### src/design/hrlp_pkg.sv
// Shared types and constants for the run-length plane decoder.
package hrlp_pkg;

    // Fixed field widths
    localparam int LEN_W   = 5;
    localparam int PLANE_W = 3;
    localparam int BYTE_W  = 8;
    localparam int REQ_W   = 2;
    localparam int ERR_W   = 2;

    // Parameter defaults
    localparam int TABLE_DEPTH_DEF = 256;
    localparam int CODE_WIDTH_DEF  = 24;
    localparam int RUN_WIDTH_DEF   = 24;

    // Reset value of the maximum code length register
    localparam logic [LEN_W-1:0] MAX_LEN_RESET = 5'd24;

    // Request kinds carried in the input tuser
    typedef enum logic [REQ_W-1:0] {
        REQ_PLANE = 2'd0,
        REQ_ENTRY = 2'd1,
        REQ_BYTE  = 2'd2
    } req_t;

    // Error kinds carried in the output tuser
    typedef enum logic [ERR_W-1:0] {
        ERR_NONE       = 2'd0,
        ERR_TOO_LONG   = 2'd1,
        ERR_TABLE_FULL = 2'd2
    } err_kind_t;

    // Sequencer states
    typedef enum logic [2:0] {
        ST_IDLE,
        ST_BIT,
        ST_SCAN,
        ST_DECIDE,
        ST_FLUSH
    } state_t;

    // Result handoff from the sequencer to the output register
    typedef struct packed {
        logic                 valid;
        logic                 last;
        err_kind_t            err;
        logic [PLANE_W-1:0]   plane;
        logic                 run_bit;
    } emit_t;

endpackage

### src/design/hrlp_seq.sv
// Sequencer: table update, bit shifting and table scan with one shared comparator.
module hrlp_seq #(
    parameter int TABLE_DEPTH = hrlp_pkg::TABLE_DEPTH_DEF,
    parameter int CODE_WIDTH  = hrlp_pkg::CODE_WIDTH_DEF,
    parameter int RUN_WIDTH   = hrlp_pkg::RUN_WIDTH_DEF,
    localparam int IDX_W      = $clog2(TABLE_DEPTH),
    localparam int ENT_W      = hrlp_pkg::LEN_W + CODE_WIDTH + RUN_WIDTH
) (
    input  logic                         aclk,
    input  logic                         aresetn,
    // input item
    input  logic                         in_valid,
    output logic                         in_ready,
    input  logic [hrlp_pkg::REQ_W-1:0]   in_req,
    input  logic [hrlp_pkg::PLANE_W-1:0] in_plane,
    input  logic [hrlp_pkg::LEN_W-1:0]   in_len,
    input  logic [CODE_WIDTH-1:0]        in_code,
    input  logic [RUN_WIDTH-1:0]         in_value,
    input  logic [hrlp_pkg::BYTE_W-1:0]  in_byte,
    // effective maximum code length
    input  logic [hrlp_pkg::LEN_W-1:0]   limit,
    // result handoff
    output hrlp_pkg::emit_t              emit,
    output logic [RUN_WIDTH-1:0]         emit_run,
    input  logic                         emit_ready,
    // table memory
    output logic                         mem_rd_en,
    output logic [IDX_W-1:0]             mem_rd_addr,
    input  logic [ENT_W-1:0]             mem_rd_data,
    output logic                         mem_wr_en,
    output logic [IDX_W-1:0]             mem_wr_addr,
    output logic [ENT_W-1:0]             mem_wr_data
);
    import hrlp_pkg::*;

    state_t                state_reg, state_next;
    logic [REQ_W-1:0]      req_reg, req_next;
    logic [BYTE_W-1:0]     byte_reg, byte_next;
    logic [2:0]            bit_idx_reg, bit_idx_next;
    logic [LEN_W-1:0]      key_len_reg, key_len_next;
    logic [CODE_WIDTH-1:0] key_bits_reg, key_bits_next;
    logic [RUN_WIDTH-1:0]  val_reg, val_next;
    logic [IDX_W:0]        count_reg, count_next;
    logic [IDX_W:0]        issue_reg, issue_next;
    logic                  rd_pend_reg, rd_pend_next;
    logic [IDX_W-1:0]      rd_idx_reg, rd_idx_next;
    logic                  hit_reg, hit_next;
    logic [IDX_W-1:0]      hit_idx_reg, hit_idx_next;
    logic [RUN_WIDTH-1:0]  hit_val_reg, hit_val_next;
    logic [CODE_WIDTH-1:0] acc_bits_reg, acc_bits_next;
    logic [LEN_W-1:0]      acc_len_reg, acc_len_next;
    logic                  colour_reg, colour_next;
    logic [PLANE_W-1:0]    plane_reg, plane_next;
    logic                  pend_valid_reg, pend_valid_next;
    logic [RUN_WIDTH-1:0]  pend_run_reg, pend_run_next;
    err_kind_t             pend_err_reg, pend_err_next;
    logic                  pend_bit_reg, pend_bit_next;

    logic [LEN_W-1:0]      ent_len;
    logic [CODE_WIDTH-1:0] ent_code;
    logic [RUN_WIDTH-1:0]  ent_val;
    logic                  match;
    logic                  cur_bit;
    logic [CODE_WIDTH-1:0] cand_bits;
    logic [LEN_W-1:0]      cand_len;
    logic                  produce;
    logic                  go;

    // Entry fields of the word read last cycle
    assign ent_len  = mem_rd_data[ENT_W-1 -: LEN_W];
    assign ent_code = mem_rd_data[RUN_WIDTH +: CODE_WIDTH];
    assign ent_val  = mem_rd_data[RUN_WIDTH-1:0];

    // Shared comparator
    assign match = rd_pend_reg && (ent_len == key_len_reg) && (ent_code == key_bits_reg);

    // Accumulator with the next compressed bit added
    assign cur_bit  = byte_reg[bit_idx_reg];
    assign cand_len = acc_len_reg + 1'b1;
    always_comb begin
        for (int i = 0; i < CODE_WIDTH; i++) begin
            cand_bits[i] = acc_bits_reg[i] | (cur_bit && (acc_len_reg == LEN_W'(i)));
        end
    end

    // Control registers
    always_ff @(posedge aclk) begin
        if (!aresetn) begin
            state_reg      <= ST_IDLE;
            count_reg      <= '0;
            acc_bits_reg   <= '0;
            acc_len_reg    <= '0;
            colour_reg     <= 1'b0;
            plane_reg      <= '0;
            pend_valid_reg <= 1'b0;
            rd_pend_reg    <= 1'b0;
        end else begin
            state_reg      <= state_next;
            count_reg      <= count_next;
            acc_bits_reg   <= acc_bits_next;
            acc_len_reg    <= acc_len_next;
            colour_reg     <= colour_next;
            plane_reg      <= plane_next;
            pend_valid_reg <= pend_valid_next;
            rd_pend_reg    <= rd_pend_next;
        end
    end

    // Payload registers
    always_ff @(posedge aclk) begin
        req_reg      <= req_next;
        byte_reg     <= byte_next;
        bit_idx_reg  <= bit_idx_next;
        key_len_reg  <= key_len_next;
        key_bits_reg <= key_bits_next;
        val_reg      <= val_next;
        issue_reg    <= issue_next;
        rd_idx_reg   <= rd_idx_next;
        hit_reg      <= hit_next;
        hit_idx_reg  <= hit_idx_next;
        hit_val_reg  <= hit_val_next;
        pend_run_reg <= pend_run_next;
        pend_err_reg <= pend_err_next;
        pend_bit_reg <= pend_bit_next;
    end

    // Next state and outputs
    always_comb begin
        state_next      = state_reg;
        req_next        = req_reg;
        byte_next       = byte_reg;
        bit_idx_next    = bit_idx_reg;
        key_len_next    = key_len_reg;
        key_bits_next   = key_bits_reg;
        val_next        = val_reg;
        count_next      = count_reg;
        issue_next      = issue_reg;
        rd_pend_next    = 1'b0;
        rd_idx_next     = rd_idx_reg;
        hit_next        = hit_reg;
        hit_idx_next    = hit_idx_reg;
        hit_val_next    = hit_val_reg;
        acc_bits_next   = acc_bits_reg;
        acc_len_next    = acc_len_reg;
        colour_next     = colour_reg;
        plane_next      = plane_reg;
        pend_valid_next = pend_valid_reg;
        pend_run_next   = pend_run_reg;
        pend_err_next   = pend_err_reg;
        pend_bit_next   = pend_bit_reg;

        in_ready      = 1'b0;
        emit.valid    = 1'b0;
        emit.last     = 1'b0;
        emit.err      = pend_err_reg;
        emit.plane    = plane_reg;
        emit.run_bit  = pend_bit_reg;
        emit_run      = pend_run_reg;
        mem_rd_en     = 1'b0;
        mem_rd_addr   = issue_reg[IDX_W-1:0];
        mem_wr_en     = 1'b0;
        mem_wr_addr   = hit_idx_reg;
        mem_wr_data   = {key_len_reg, key_bits_reg, val_reg};
        produce       = hit_reg || (key_len_reg >= limit);
        go            = 1'b1;

        case (state_reg)
            ST_IDLE: begin
                in_ready = 1'b1;
                if (in_valid) begin
                    req_next = in_req;
                    case (in_req)
                        REQ_PLANE: begin
                            count_next    = '0;
                            acc_bits_next = '0;
                            acc_len_next  = '0;
                            colour_next   = 1'b0;
                            plane_next    = in_plane;
                        end
                        REQ_ENTRY: begin
                            key_len_next  = in_len;
                            key_bits_next = in_code;
                            val_next      = in_value;
                            issue_next    = '0;
                            state_next    = ST_SCAN;
                        end
                        REQ_BYTE: begin
                            byte_next    = in_byte;
                            bit_idx_next = '0;
                            state_next   = ST_BIT;
                        end
                        default: begin
                            // unused request: dropped
                        end
                    endcase
                end
            end
            ST_BIT: begin
                key_len_next  = cand_len;
                key_bits_next = cand_bits;
                issue_next    = '0;
                state_next    = ST_SCAN;
            end
            ST_SCAN: begin
                // one entry compared per cycle, its read issued in the cycle before
                if (match) begin
                    hit_next     = 1'b1;
                    hit_idx_next = rd_idx_reg;
                    hit_val_next = ent_val;
                    state_next   = ST_DECIDE;
                end else if (issue_reg == count_reg) begin
                    hit_next   = 1'b0;
                    state_next = ST_DECIDE;
                end else begin
                    mem_rd_en    = 1'b1;
                    rd_pend_next = 1'b1;
                    rd_idx_next  = issue_reg[IDX_W-1:0];
                    issue_next   = issue_reg + 1'b1;
                end
            end
            ST_DECIDE: begin
                if (req_reg == REQ_ENTRY) begin
                    if (hit_reg) begin
                        mem_wr_en  = 1'b1;
                        state_next = ST_IDLE;
                    end else if (count_reg < (IDX_W+1)'(TABLE_DEPTH)) begin
                        mem_wr_en   = 1'b1;
                        mem_wr_addr = count_reg[IDX_W-1:0];
                        count_next  = count_reg + 1'b1;
                        state_next  = ST_IDLE;
                    end else begin
                        pend_valid_next = 1'b1;
                        pend_run_next   = '0;
                        pend_bit_next   = 1'b0;
                        pend_err_next   = ERR_TABLE_FULL;
                        state_next      = ST_FLUSH;
                    end
                end else begin
                    // a new result pushes out the held one, which is not last
                    if (produce && pend_valid_reg) begin
                        emit.valid = 1'b1;
                        go         = emit_ready;
                    end
                    if (go) begin
                        if (produce) begin
                            pend_valid_next = 1'b1;
                            pend_run_next   = hit_reg ? hit_val_reg : '0;
                            pend_bit_next   = hit_reg ? colour_reg : 1'b0;
                            pend_err_next   = hit_reg ? ERR_NONE : ERR_TOO_LONG;
                            if (hit_reg) begin
                                colour_next = ~colour_reg;
                            end
                            acc_bits_next = '0;
                            acc_len_next  = '0;
                        end else begin
                            acc_bits_next = key_bits_reg;
                            acc_len_next  = key_len_reg;
                        end
                        if (&bit_idx_reg) begin
                            state_next = ST_FLUSH;
                        end else begin
                            bit_idx_next = bit_idx_reg + 1'b1;
                            state_next   = ST_BIT;
                        end
                    end
                end
            end
            ST_FLUSH: begin
                if (pend_valid_reg) begin
                    emit.valid = 1'b1;
                    emit.last  = 1'b1;
                    if (emit_ready) begin
                        pend_valid_next = 1'b0;
                        state_next      = ST_IDLE;
                    end
                end else begin
                    state_next = ST_IDLE;
                end
            end
            default: begin
                state_next = ST_IDLE;
            end
        endcase
    end

    // Checks
    a_count_bound: assert property (@(posedge aclk) disable iff (!aresetn)
        count_reg <= (IDX_W+1)'(TABLE_DEPTH))
        else $error("entry count beyond table depth");

    a_emit_held: assert property (@(posedge aclk) disable iff (!aresetn)
        emit.valid |-> pend_valid_reg)
        else $error("result handed off with nothing held");

    a_acc_bound: assert property (@(posedge aclk) disable iff (!aresetn)
        acc_len_reg < LEN_W'(CODE_WIDTH))
        else $error("accumulator length reached code width");

    a_append: assert property (@(posedge aclk) disable iff (!aresetn)
        (mem_wr_en && !hit_reg) |=> count_reg == $past(count_reg) + 1'b1)
        else $error("new entry written without count advance");

endmodule

### config.mk
export PLATFORM = sky130hd
export DESIGN_NAME = hrlp_seq
export DESIGN_NICKNAME = d
export VERILOG_FILES = /design/src/design/hrlp_pkg.sv /design/src/design/hrlp_seq.sv
export SDC_FILE = /design/constraint.sdc
export NUM_CORES = 1
export LEC_CHECK = 0
export BUFFER_PORTS_ARGS = -buffer_cell sky130_fd_sc_hd__buf_2
export CORE_ASPECT_RATIO = 1.4
export CORE_MARGIN = 10
export CORE_UTILIZATION = 47
export CTS_CLUSTER_DIAMETER = 30
export DETAILED_ROUTE_END_ITERATION = 8
export GPL_TIMING_DRIVEN = 0
export PLACE_DENSITY_LB_ADDON = 0.3
export SLEW_MARGIN = 20
export SYNTH_ARGS = -nofsm -noshare
export SYNTH_HDL_FRONTEND = slang
export SYNTH_SLANG_ARGS = --single-unit
### constraint.sdc
create_clock -name aclk -period 2.96 [get_ports aclk]
set_input_delay 0.592 -clock aclk [delete_from_list [all_inputs] [get_ports aclk]]
set_output_delay 0.592 -clock aclk [all_outputs]
set_load 0.02 [all_outputs]
== Word-level counts from Yosys, hierarchy flattened ==
Index checks and enable logic that the tools add are counted.

* Reductions and logical operators: 55
* Equality and inequality tests: 56
* Magnitude comparators: 3
* Mux-type cells: 103
* Bitwise operators: 27
* $add $sub $neg: 4

{| class="wikitable"
|+ Operators by type and width
! kind !! count
|-
| $mux W24 || 13
|-
| $pmux W24 S2 || 2
|-
| $mux W9 || 9
|-
| $mux W3 || 15
|-
| $eq A5 B4 Y1 const B || 8
|-
| $eq A5 B5 Y1 const B || 8
|-
| $mux W1 || 36
|-
| $mux W5 || 7
|-
| $mux W8 || 4
|-
| $logic_and A1 B1 Y1 || 27
|-
| $pmux W9 S3 || 1
|-
| $ne A2 B2 Y1 const B || 13
|-
| $reduce_and A5 Y1 || 5
|-
| $eq A24 B24 Y1 || 1
|-
| $or A1 B1 Y1 || 24
|-
| $eq A5 B3 Y1 const B || 4
|-
| $pmux W5 S2 || 2
|-
| $add A9 B1 Y9 const B || 2
|-
| $ne A3 B3 Y1 const B || 6
|-
| $pmux W9 S2 || 1
|-
| $reduce_and A3 Y1 || 6
|-
| $pmux W3 S5 || 1
|-
| $mux W2 || 6
|-
| $pmux W3 S2 || 2
|-
| other kinds (28) || 45
|}

* Output and inout port bits: 104
* Logic and storage cells: 270
* Bits in registers: 190

== Logic depth before layout (Yosys ltp) ==
Gate-level depths: netlist of run 1.

* Depth after elaboration: 9
* Gate-level depth with buffers: 10
* Mapped depth without buffers: 8

== Worst setup path before layout of run 1 ==
No wires, ideal clock.

* Path kind: input -> register
* Start point: input port limit[0] in the netlist's numbering
* End point: register pend_run_reg[0], in the netlist emit_run[0] (enable)
* Required time: 2.549 ns
* Path slack: 0.008 ns
* Stages: 7
* Data arrival time: 2.542 ns
* Setup time: 0.411 ns
* Cell sequence: ha_1 > nand2b_1 > a2111o_1 > a311oi_2 > nor2_1 > a21oi_1 > nor2_1

* Cells in the longest elaborated chain, start to end: 8

{| class="wikitable"
|+ RTL lines
! item !! RTL line !! RTL
|-
| start: declaration || hrlp_seq.sv:21 || <nowiki>input logic [hrlp_pkg::LEN_W-1:0] limit,</nowiki>
|-
| $ge A5 B5 Y1 * || hrlp_seq.sv:164 || <nowiki>produce = hit_reg || (key_len_reg >= limit);</nowiki>
|-
| $logic_or A1 B1 Y1 * || hrlp_seq.sv:164 ||
|-
| $logic_and A1 B1 Y1 || hrlp_seq.sv:240 || <nowiki>if (produce && pend_valid_reg) begin</nowiki>
|-
| $mux W1 || hrlp_seq.sv:240 ||
|-
| $mux W1 || hrlp_seq.sv:222 || <nowiki>if (req_reg == REQ_ENTRY) begin</nowiki>
|-
| $mux W1 || hrlp_seq.sv:167 || <nowiki>case (state_reg)</nowiki>
|-
| $reduce_bool A2 Y1 (no source line) || n/a ||
|-
| $reduce_and A5 Y1 (no source line) * || n/a ||
|-
| end signal: assignment || hrlp_seq.sv:122 || <nowiki>pend_run_reg <= pend_run_next;</nowiki>
|-
| end: declaration || hrlp_seq.sv:55 || <nowiki>logic [RUN_WIDTH-1:0] pend_run_reg, pend_run_next;</nowiki>
|}

Mark *: on every way between the ends. The rest lies on a longest branch, timed or not. The select of a mux whose other input is x is not followed.
A chain may end at the register's enable or synchronous reset.

==> qor.csv, run 1 <==
metric,value,unit
synth_commonest_cells,"edfxtp_1 (143), nand2_1 (115), nor2_1 (60)",
crit_arrival,2420,ps
die_w,132,um
grt_max_degree,33,
placed_area,9700,um2
grt_pass1_wl,34.5,mm
slew_violations,0,
worst-path-buf-inv,1,
syn-num-nets,837,
timing.hold.ws,333,ps
async_reset_ff_share,0,%
syn-cell-area,8240,um2
cp.depth,7,
peakVddDrop,0.000346,V
layout.nets,1099,
power,5.96,mW
dp_hpwl,17.2,mm
path_class,flip-flop to output pin,
grt_antenna_before_repair,0,
clock-sinks,190,
max_slew_margin,43.5,%
fmax,332,MHz
hold_buffers,0,
cap_violations,0,
final_area,10500,um2
io_pins,232,
initial_core_util,47.7,%
yosys-top-cells-area,"edfxtp_1 (52%), dfxtp_1 (11%), nand2_1 (5.2%)",
post-route-min-period,3010,ps
drt_iter0_markers,399,
place.gp.congestion,0.861,
cts_root_buffer,clkbuf_16,
wl_per_cell,18.6,um
avgViaCountPerCell,5.10,
area_growth,27.3,%
insertion_delay,430,ps
startpoint,key_len_reg[1]$_DFFE_PP_,
utilization,60.8,%
violations,setup timing,
htree_levels,4,
rsz0062_at_grt,true,
setup_viol,1,
yosys_warnings,0,
synth_top_area_share,52.1,%
worst_ep_required_time,2370,ps
cp_cell_sequence,ha_1 -> a2111o_1 -> a311oi_4 -> nor3_2 -> a21oi_1 -> nor2b_1 -> buf_4,
numPortBuffers,230,
cp_top_family,compound AO/OA/AOI/OAI gates,
yosysSeqAreaShare,63.6,%
r2r_start,key_len_reg[1]$_DFFE_PP_,
clockBufferDepth,2,
ys_types,46,
first_global_vias,6292,
ys_seq_elements,190,
fin_skew,12.5,ps
status,finished with violations,
fin_setup_tns,-52.3,ps
hold-path-cell-count,1,
cts.clk_slew.worst_paths,80,ps
synth_edf_count,143,
core_area,17300,um2
yosysMostFrequentCell,edfxtp_1,
std_cell_rows,57,
crit_fanout,3,
grt_overflow,0,
worst_setup_path_start_kind,flip-flop,
antennaDiodeCount,0,
nFillCells,1472,
first_pass_iters,5,
avgSynthCellArea,11.9,um2
cts_tree,done,
track_usage,18.8,%
vias,6138,
p_leak,4.47,nW
end_kind,output pin,
yosys.area.top_type,edfxtp_1,
min_from,in_value[0],
setup_slack,-52.3,ps
multi_input_area,2820,um2
antenna_left,0,
slowest_stage,edfxtp_1,
syn-instance-count,692,
p_per_area,568,nW/um2
regArea,5240,um2
worstRegToRegCells,8,
die_area,23300,um2
drive_above_1_share,32.4,%
fin_crit_sh,102,%
cp_slowest_stage_delay,450,ps
max_slew.worst_pin.slew,844,ps
die_h,177,um
drt_wl_total,22.4,mm
hold_viol_final,0,
hold_path.class,primary input to flip-flop,
numCtsBuffers,17,
ys.flop_type,edfxtp_1,
drc_errors,0,
## logic make-up (layout without fill, tap and decap cells)
family                   Yosys count  after routing  synth area share [%]
multiplexers                      36             36                  4.68
adder cells (fa/ha/maj)           17             17                  2.58
XOR/XNOR                          51             51                  5.42
buffers and inverters             58            333                  3.33
AO/OA/AOI/OAI                     68             68                  5.21
flip-flops                       190            190                  63.6
AND/OR/NAND/NOR                  272            272                  15.2
## area by class of cell
class                           instances  share of cell area, %
Sequential cell                       190                   49.9
Multi-Input combinational cell        444                   26.9
Timing Repair Buffer                  244                   12.1
Clock buffer                           18                   4.09
Tap cell                              236                   2.82
Buffer                                 39                   1.96
Clock inverter                         14                   1.62
Inverter                               18                  0.644
## worst reg2reg max path, cell delays in order, from the launching register on
cell and delay [ps]:
edfxtp_1 450, ha_1 300, a2111o_1 450, a311oi_4 310, buf_4 170, buf_4 110, o21a_2 170, nor2_1 50
nor3_1 400
## worst paths after layout
path         slack (ps)                            to
max reg2reg         190  bit_idx_reg[2]$_SDFFCE_PN0P_
min                 330          val_reg[0]$_DFFE_PP_
max                 -50                       emit[7]
min reg2reg         420      hit_idx_reg[2]$_DFFE_PP_
## timing repair
item | 4_1_cts | 5_1_grt
cloned | 0 | 0
setup endpoints to repair | 80 | 51
gates resized for setup | 12 | 8
buffers inserted | 5 | 9
pin swaps | 3 | 5
## stage by stage
stage | setup WS, ps | instances
after floorplan | 7.65 | 692
after global placement | -788 | 1158
after detailed placement | -657 | 1158
after CTS | -137 | 1194
after global routing | -171 | 1203
final | -52.3 | 1203
## layout by cell type (no fill, tap or decap), types with 12 or more instances in the layout
| cell | netlist | layout |
|---|---|---|
| nand3_1 | 16 | 16 |
| o22ai_1 | 12 | 12 |
| dfxtp_1 | 47 | 47 |
| buf_2 | 3 | 232 |
| buf_4 | 10 | 25 |
| clkbuf_1 | 25 | 23 |
| nand2_1 | 115 | 115 |
| edfxtp_1 | 143 | 143 |
| o21ai_0 | 19 | 19 |
| nor2_1 | 60 | 59 |
| ha_1 | 17 | 17 |
| xnor2_1 | 20 | 20 |
| clkbuf_16 | 0 | 17 |
| and3_1 | 36 | 35 |
| mux2i_1 | 34 | 34 |
| inv_1 | 16 | 16 |
| xor2_1 | 31 | 31 |
| a21oi_1 | 16 | 16 |
## metal layers
| metal | part of all wire [%] | wire [um] | track usage (%) | up-vias |
|---|---|---|---|---|
| met5 | 0 | 0 | 0 | - |
| met4 | 2.1 | 460 | 7.25 | 0 |
| met3 | 7.8 | 1740 | 5.14 | 33 |
| met2 | 52 | 11700 | 33.8 | 259 |
| met1 | 38 | 8490 | 20.7 | 2881 |
| li1 | - | - | - | 2965 |
## where the power goes
group | internal [mW] | total, mW | switching [mW]
combinational | 0.258 | 0.610 | 0.353
clock | 1.21 | 2.31 | 1.10
sequential | 2.96 | 3.04 | 0.0757
total | 4.43 | 5.96 | 1.53
Note: power is estimated with default switching activity, not from simulation.
==> run 2, diff against run 1 <==
--- a/config.mk
+++ b/config.mk
@@ -12,7 +12,8 @@
 export CTS_CLUSTER_DIAMETER = 30
 export DETAILED_ROUTE_END_ITERATION = 8
 export GPL_TIMING_DRIVEN = 0
-export PLACE_DENSITY_LB_ADDON = 0.3
+export PLACE_DENSITY = 0.82
+export SKIP_CTS_REPAIR_TIMING = 1
 export SLEW_MARGIN = 20
 export SYNTH_ARGS = -nofsm -noshare
 export SYNTH_HDL_FRONTEND = slang
==> run 2 against run 1 <==
The run still ends with setup timing left. Flip-flop and latch count did not move. Die area stayed put. Clock power is essentially flat. Register-to-register slack got worse by 40 ps. Count of clock-buffer cells in the layout decreased by 1. Routed wire length up 3.6%. Sequential power about the same. Cell count increased by 0.17%. Maximum frequency is 3.9% lower. Non-clock buffer count stayed put. Critical path depth unchanged.
==> qor.csv, run 2 (synthesis results as in run 1) <==
metric,value,unit,change
initial_core_util,47.7,%,unchanged
crit_fanout,4,,+1
first_global_vias,6419,,+2.0%
r2r_slack,150,ps,-40 ps
slew_violations,0,,unchanged
combPwrFrac,10.5,%,+0.3 points
p_int,4.43,mW,about the same
p_leak,4.49,nW,+0.38%
fin_crit_sh,106,%,+4.1 points
status,finished with violations,,
utilization,61.0,%,+0.28 points
rsz0062_at_grt,true,,
worstRegToRegCells,10,,+2
setup_viol,2,,+1
numPortBuffers,230,,unchanged
drt_iter0_markers,489,,+23%
final_cell_mix,"buf_2 (232), edfxtp_1 (143), nand2_1 (115)",,
seqPwrFrac,50.8,%,-0.2 points
place.gp.congestion,0.867,,+0.74%
worst_ep_required_time,2370,ps,about the same
numCtsBuffers,17,,unchanged
io_pins,232,,unchanged
peakVddDrop,0.000361,V,+4.3%
std_cell_rows,57,,unchanged
grt_max_degree,33,,unchanged
clock-sinks,190,,unchanged
htree_levels,4,,unchanged
first_pass_iters,6,,+1
drc_errors,0,,unchanged
hold-path-cell-count,1,,unchanged
p_sw_share,25.8,%,+0.17 points
insertion_delay,440,ps,about the same
timing.hold.ws,324,ps,-9.41 ps
post-route-min-period,3130,ps,+121 ps
avgViaCountPerCell,5.17,,+1.4%
clockPowerShare,38.6,%,-0.2 points
cap_violations,0,,unchanged
die_h,177,um,unchanged
max_slew_margin,44.1,%,+0.57 points
drive_above_1_share,32.9,%,+0.48 points
wl_per_cell,19.2,um,+3.4%
hold_path.class,primary input to flip-flop,,
max_slew.worst_pin.slew,835,ps,-8.58 ps
drt_wl_total,23.2,mm,+3.6%
antenna_left,0,,unchanged
hold_viol_final,0,,unchanged
cts_tree,done,,
dp_hpwl,17.7,mm,+2.6%
violations,setup timing,,
dp_cells,1158,,unchanged
vias,6234,,+1.6%
setup_slack,-173,ps,-121 ps
power,5.97,mW,+0.23%
cts.clk_slew.worst_paths,80,ps,about the same
die_area,23300,um2,unchanged
fin_skew,14.2,ps,+1.61 ps
die_w,132,um,unchanged
final_common_cell,buf_2,,
grt_overflow,0,,unchanged
p_per_area,567,nW/um2,-0.23%
layout.nets,1100,,+0.091%
end_kind,output pin,,
core_area,17300,um2,unchanged
path_class,flip-flop to output pin,,
track_usage,19.2,%,+0.43 points
grt_antenna_before_repair,1,,+1
worst_setup_path_start_kind,flip-flop,,
final_cells,1205,,+0.17%
grt_pass1_wl,35.1,mm,+1.7%
crit_arrival,2540,ps,+120 ps
fin_setup_tns,-247,ps,-195 ps
fmax,319,MHz,-3.9%
clockBufferDepth,2,,unchanged
area_growth,27.9,%,
switching_power,1.54,mW,+0.90%
cts_root_buffer,clkbuf_16,,
run 2: cell type report:
cell class              count  area (um2)
well taps                 236         295
clock buffers              17         425
clock inverters            15         174
diodes                      1        2.50
flip-flops and latches    190        5240
inverters                  18        67.6
multi-input cells         445        2860
repair buffers            244        1270
fillers                  1369        6730
plain buffers              39         205
run 2: path summary, 6_finish.rpt:
kind	startpoint	end
max	key_len_reg[1]$_DFFE_PP_	emit[7]
min	in_value[0]	val_reg[0]$_DFFE_PP_
max reg2reg	key_len_reg[1]$_DFFE_PP_	acc_bits_reg[14]$_SDFFE_PN0P_
min reg2reg	rd_idx_reg[3]$_DFFE_PP_	hit_idx_reg[3]$_DFFE_PP_
run 2: per-stage QoR:
step                      worst slack [ps]  instance area, um2
after global placement               -1020                9680
after detailed placement              -721                9700
after CTS                             -848               10300
after global routing                  -272               10500
final                                 -173               10500
after floorplan                       7.65                8240
run 2: layer usage:
metal  track usage, %  vias to the layer above  wire, um
met5                0                        -         0
met4             7.85                        0       464
met3             5.40                       30      1560
met2             35.3                      285     12500
met1             20.3                     2945      8630
li1                 -                     2974         -
run 2: power by group through the flow:
stage                     Sequential, mW  Clock (mW)  Combinational (mW)
after global routing                3.05        2.43               0.684
after CTS                           3.04        2.33               0.583
after detailed placement            3.10           0               0.579
after floorplan                     3.12           0               0.291
after global placement              3.09           0               0.565
final                               3.04        2.31               0.630
run 2: worst max-delay path: stages, from the launching register on:
cell and delay (ps):
edfxtp_1 500, ha_1 320, a2111o_1 460, a311oi_4 390, nor3_4 110, a21oi_2 110
nor2b_1 50, buf_4 150
==> run 3, diff against run 2 <==
--- a/config.mk
+++ b/config.mk
@@ -5,13 +5,15 @@
 export SDC_FILE = /design/constraint.sdc
 export NUM_CORES = 1
 export LEC_CHECK = 0
+export ABC_AREA = 1
 export BUFFER_PORTS_ARGS = -buffer_cell sky130_fd_sc_hd__buf_2
 export CORE_ASPECT_RATIO = 1.4
 export CORE_MARGIN = 10
-export CORE_UTILIZATION = 47
+export CORE_UTILIZATION = 48
 export CTS_CLUSTER_DIAMETER = 30
 export DETAILED_ROUTE_END_ITERATION = 8
 export GPL_TIMING_DRIVEN = 0
+export MAX_ROUTING_LAYER = met4
 export PLACE_DENSITY = 0.82
 export SKIP_CTS_REPAIR_TIMING = 1
 export SLEW_MARGIN = 20
==> run 3 against run 2 <==
The run now ends clean. Synthesized cell count increased by 40%. Maximum frequency up 10%. Flip-flop and latch count is the same. Critical path type unchanged. Highest routed layer unchanged.
==> qor.csv, run 3 <==
metric,value,unit,change
final_cell_mix,"buf_2 (238), nand2_1 (196), nor2_1 (151)",,
synth_top_area_share,47.9,%,-4.2 points
ys_seq_elements,190,,unchanged
core_area,18500,um2,+6.9%
max_slew_margin,45.9,%,+1.9 points
ys.flop_type,edfxtp_1,,
layout.nets,1368,,+24%
crit_arrival,2240,ps,-300 ps
worst_ep_required_time,2370,ps,about the same
m1WireLength,10.2,mm,+18%
io_pins,232,,unchanged
regArea,5240,um2,about the same
timing.hold.ws,324,ps,+0.528 ps
vias,7619,,+22%
cp_cell_sequence,nor2_1 -> clkbuf_4 -> nand3_2 -> clkbuf_1 -> o21ai_0 -> buf_2,,
cts.clk_slew.worst_paths,80,ps,about the same
drc_errors,0,,unchanged
syn-num-nets,1115,,+33%
p_int,5.57,mW,+26%
grt_antenna_before_repair,2,,+1
cts_root_buffer,clkbuf_16,,
status,"finished, final reports clean",,
r2r_slack,450,ps,+300 ps
syn-instance-count,970,,+40%
avgSynthCellArea,9.24,um2,-22%
setup_viol,0,,-2
seqPwrFrac,41.9,%,-8.9 points
die_w,135,um,+2.7%
yosysMostFrequentCell,nand2_1,,
place.gp.congestion,1.02,,+18%
slowest_stage,edfxtp_1,,
numCtsBuffers,17,,unchanged
synth_edf_count,143,,unchanged
cp_slowest_stage_delay,360,ps,-140 ps
combPwrFrac,33.0,%,+23 points
numPortBuffers,231,,+0.43%
htree_levels,4,,unchanged
dp_hpwl,20.8,mm,+18%
wl_per_cell,17.9,um,-6.8%
final_common_cell,buf_2,,
insertion_delay,440,ps,about the same
r2r_start,state_reg[0]$_SDFFE_PN0P_,,
async_reset_ff_share,0,%,unchanged
std_cell_rows,59,,+3.5%
cts_tree,done,,
dp_cells,1447,,+25%
first_global_vias,7512,,+17%
p_leak,5.04,nW,+12%
cap_violations,0,,unchanged
switching_power,3.47,mW,+130%
crit_fanout,10,,+6
clockPowerShare,25.1,%,-14 points
drt_wl_total,26.5,mm,+15%
yosys.area.top_type,edfxtp_1,,
area_growth,24.3,%,
final_cells,1482,,+23%
syn-cell-area,8960,um2,+8.8%
fin_skew,9.60,ps,-4.55 ps
clock-sinks,190,,unchanged
maxUsedRoutingLayer,met4,,
worst_setup_path_start_kind,flip-flop,,
die_h,182,um,+2.9%
power,9.04,mW,+51%
yosys-top-cells-area,"edfxtp_1 (48%), dfxtp_1 (10%), nand2_1 (8.2%)",,
grt_pass1_wl,40.4,mm,+15%
hold_viol_final,0,,unchanged
track_usage,21.8,%,+2.6 points
post-route-min-period,2840,ps,-297 ps
worst-path-buf-inv,3,,+2
fin_crit_sh,95.8,%,-10 points
first_pass_iters,8,,+2
hold_path.class,primary input to flip-flop,,
worstRegToRegCells,6,,-4
p_sw_share,38.4,%,+13 points
multi_input_area,2990,um2,+4.6%
grt_overflow,0,,unchanged
yosysSeqAreaShare,58.4,%,-5.2 points
peakVddDrop,0.000425,V,+18%
placed_area,10500,um2,+8.4%
hold_end,val_reg[14]$_DFFE_PP_,,
end_kind,output pin,,
cp.depth,6,,-1
synth_commonest_cells,"nand2_1 (196), nor2_1 (153), inv_1 (149)",,
ys_types,43,,-6.5%
cp_top_family,buffers and inverters,,
met3_wirelength,1.75,mm,+12%
r2r-end,issue_reg[2]$_SDFFCE_PN0P_,,
setup_slack,124,ps,+297 ps
grt_max_degree,28,,-15%
nFillCells,1584,,+16%
die_area,24600,um2,+5.7%
slew_violations,0,,unchanged
p_per_area,811,nW/um2,+43%
antenna_left,0,,unchanged
drive_above_1_share,25.7,%,-7.1 points
initial_core_util,48.6,%,+0.85 points
min_from,in_value[14],,
path_class,flip-flop to output pin,,
avgViaCountPerCell,5.14,,-0.63%
yosys_warnings,0,,unchanged
clockBufferDepth,2,,unchanged
drt_iter0_markers,698,,+43%
pre_cts_ws,3.86,ps,+725 ps
wl_met2,13.5,mm,+7.7%
final_area,11100,um2,+5.8%
hold-path-cell-count,1,,unchanged
max_slew.worst_pin.slew,807,ps,-28.5 ps
fmax,353,MHz,+10%
## run 3: cell count changes after synthesis, moves of 13 or more
cell and delta:
xor2_1 -24, nand4_1 +16, inv_1 +133, and3_1 -33, nor2_1 +93, nand3_1 +13
mux2i_1 -34, a2bb2oi_1 +24, xnor2_1 -14, o21ai_0 +22, a21oi_1 +34, nand2_1 +81
## run 3: worst max path at each step
stage,from,endpoint
after global routing,req_reg[1]$_DFFE_PP_,mem_wr_addr[4]
after detailed placement,limit[2],emit_run[10]$_SDFFCE_PP0P_
after floorplan,state_reg[0]$_SDFFE_PN0P_,key_bits_reg[0]$_DFFE_PP_
after global placement,in_valid,key_bits_reg[16]$_DFFE_PP_
final,req_reg[1]$_DFFE_PP_,mem_wr_addr[4]
after CTS,key_bits_reg[16]$_DFFE_PP_,mem_rd_en
## run 3: final cells by class
type	instances	share of cell area, %
antenna	2	0.0449
buffer	34	1.73
clock buffer	17	3.82
clock inverter	15	1.53
inverter	158	5.37
multi-input combinational	588	26.9
sequential	190	47.0
tap	244	2.74
timing repair buffer	234	10.9
## run 3: cell families (layout without fill, tap and decap cells)
kind of cell | after synthesis | in the layout | share of synthesized area (%)
other | 0 | 2 | 0
buffers and inverters | 192 | 458 | 8.77
AO/OA/AOI/OAI | 125 | 125 | 8.35
flip-flops | 190 | 190 | 58.4
multiplexers | 2 | 2 | 0.251
adder cells (fa/ha/maj) | 17 | 17 | 2.37
XOR/XNOR | 13 | 13 | 1.27
AND/OR/NAND/NOR | 431 | 431 | 20.6
## run 3: metrics by stage
stage,utilization [%],setup TNS (ps)
6_report,60.4,0
5_1_grt,60.4,-4.04
4_1_cts,60.2,-63.6
3_5_place_dp,57.0,0
3_3_place_gp,56.5,-33050
2_1_floorplan,-,0
## run 3: layer usage
metal | track usage [%] | up-vias
met4 | 10.5 | 0
li1 | - | 3694
met5 | - | -
met1 | 24.5 | 3507
met3 | 4.09 | 80
met2 | 36.6 | 338
## run 3: power groups by stage
stage	combinational (mW)	clock [mW]	sequential [mW]
2_1_floorplan	1.70	0	4.00
3_3_place_gp	2.81	0	3.84
3_5_place_dp	2.93	0	3.84
4_1_cts	2.95	2.29	3.78
5_1_grt	3.26	2.41	3.85
6_report	2.99	2.27	3.79
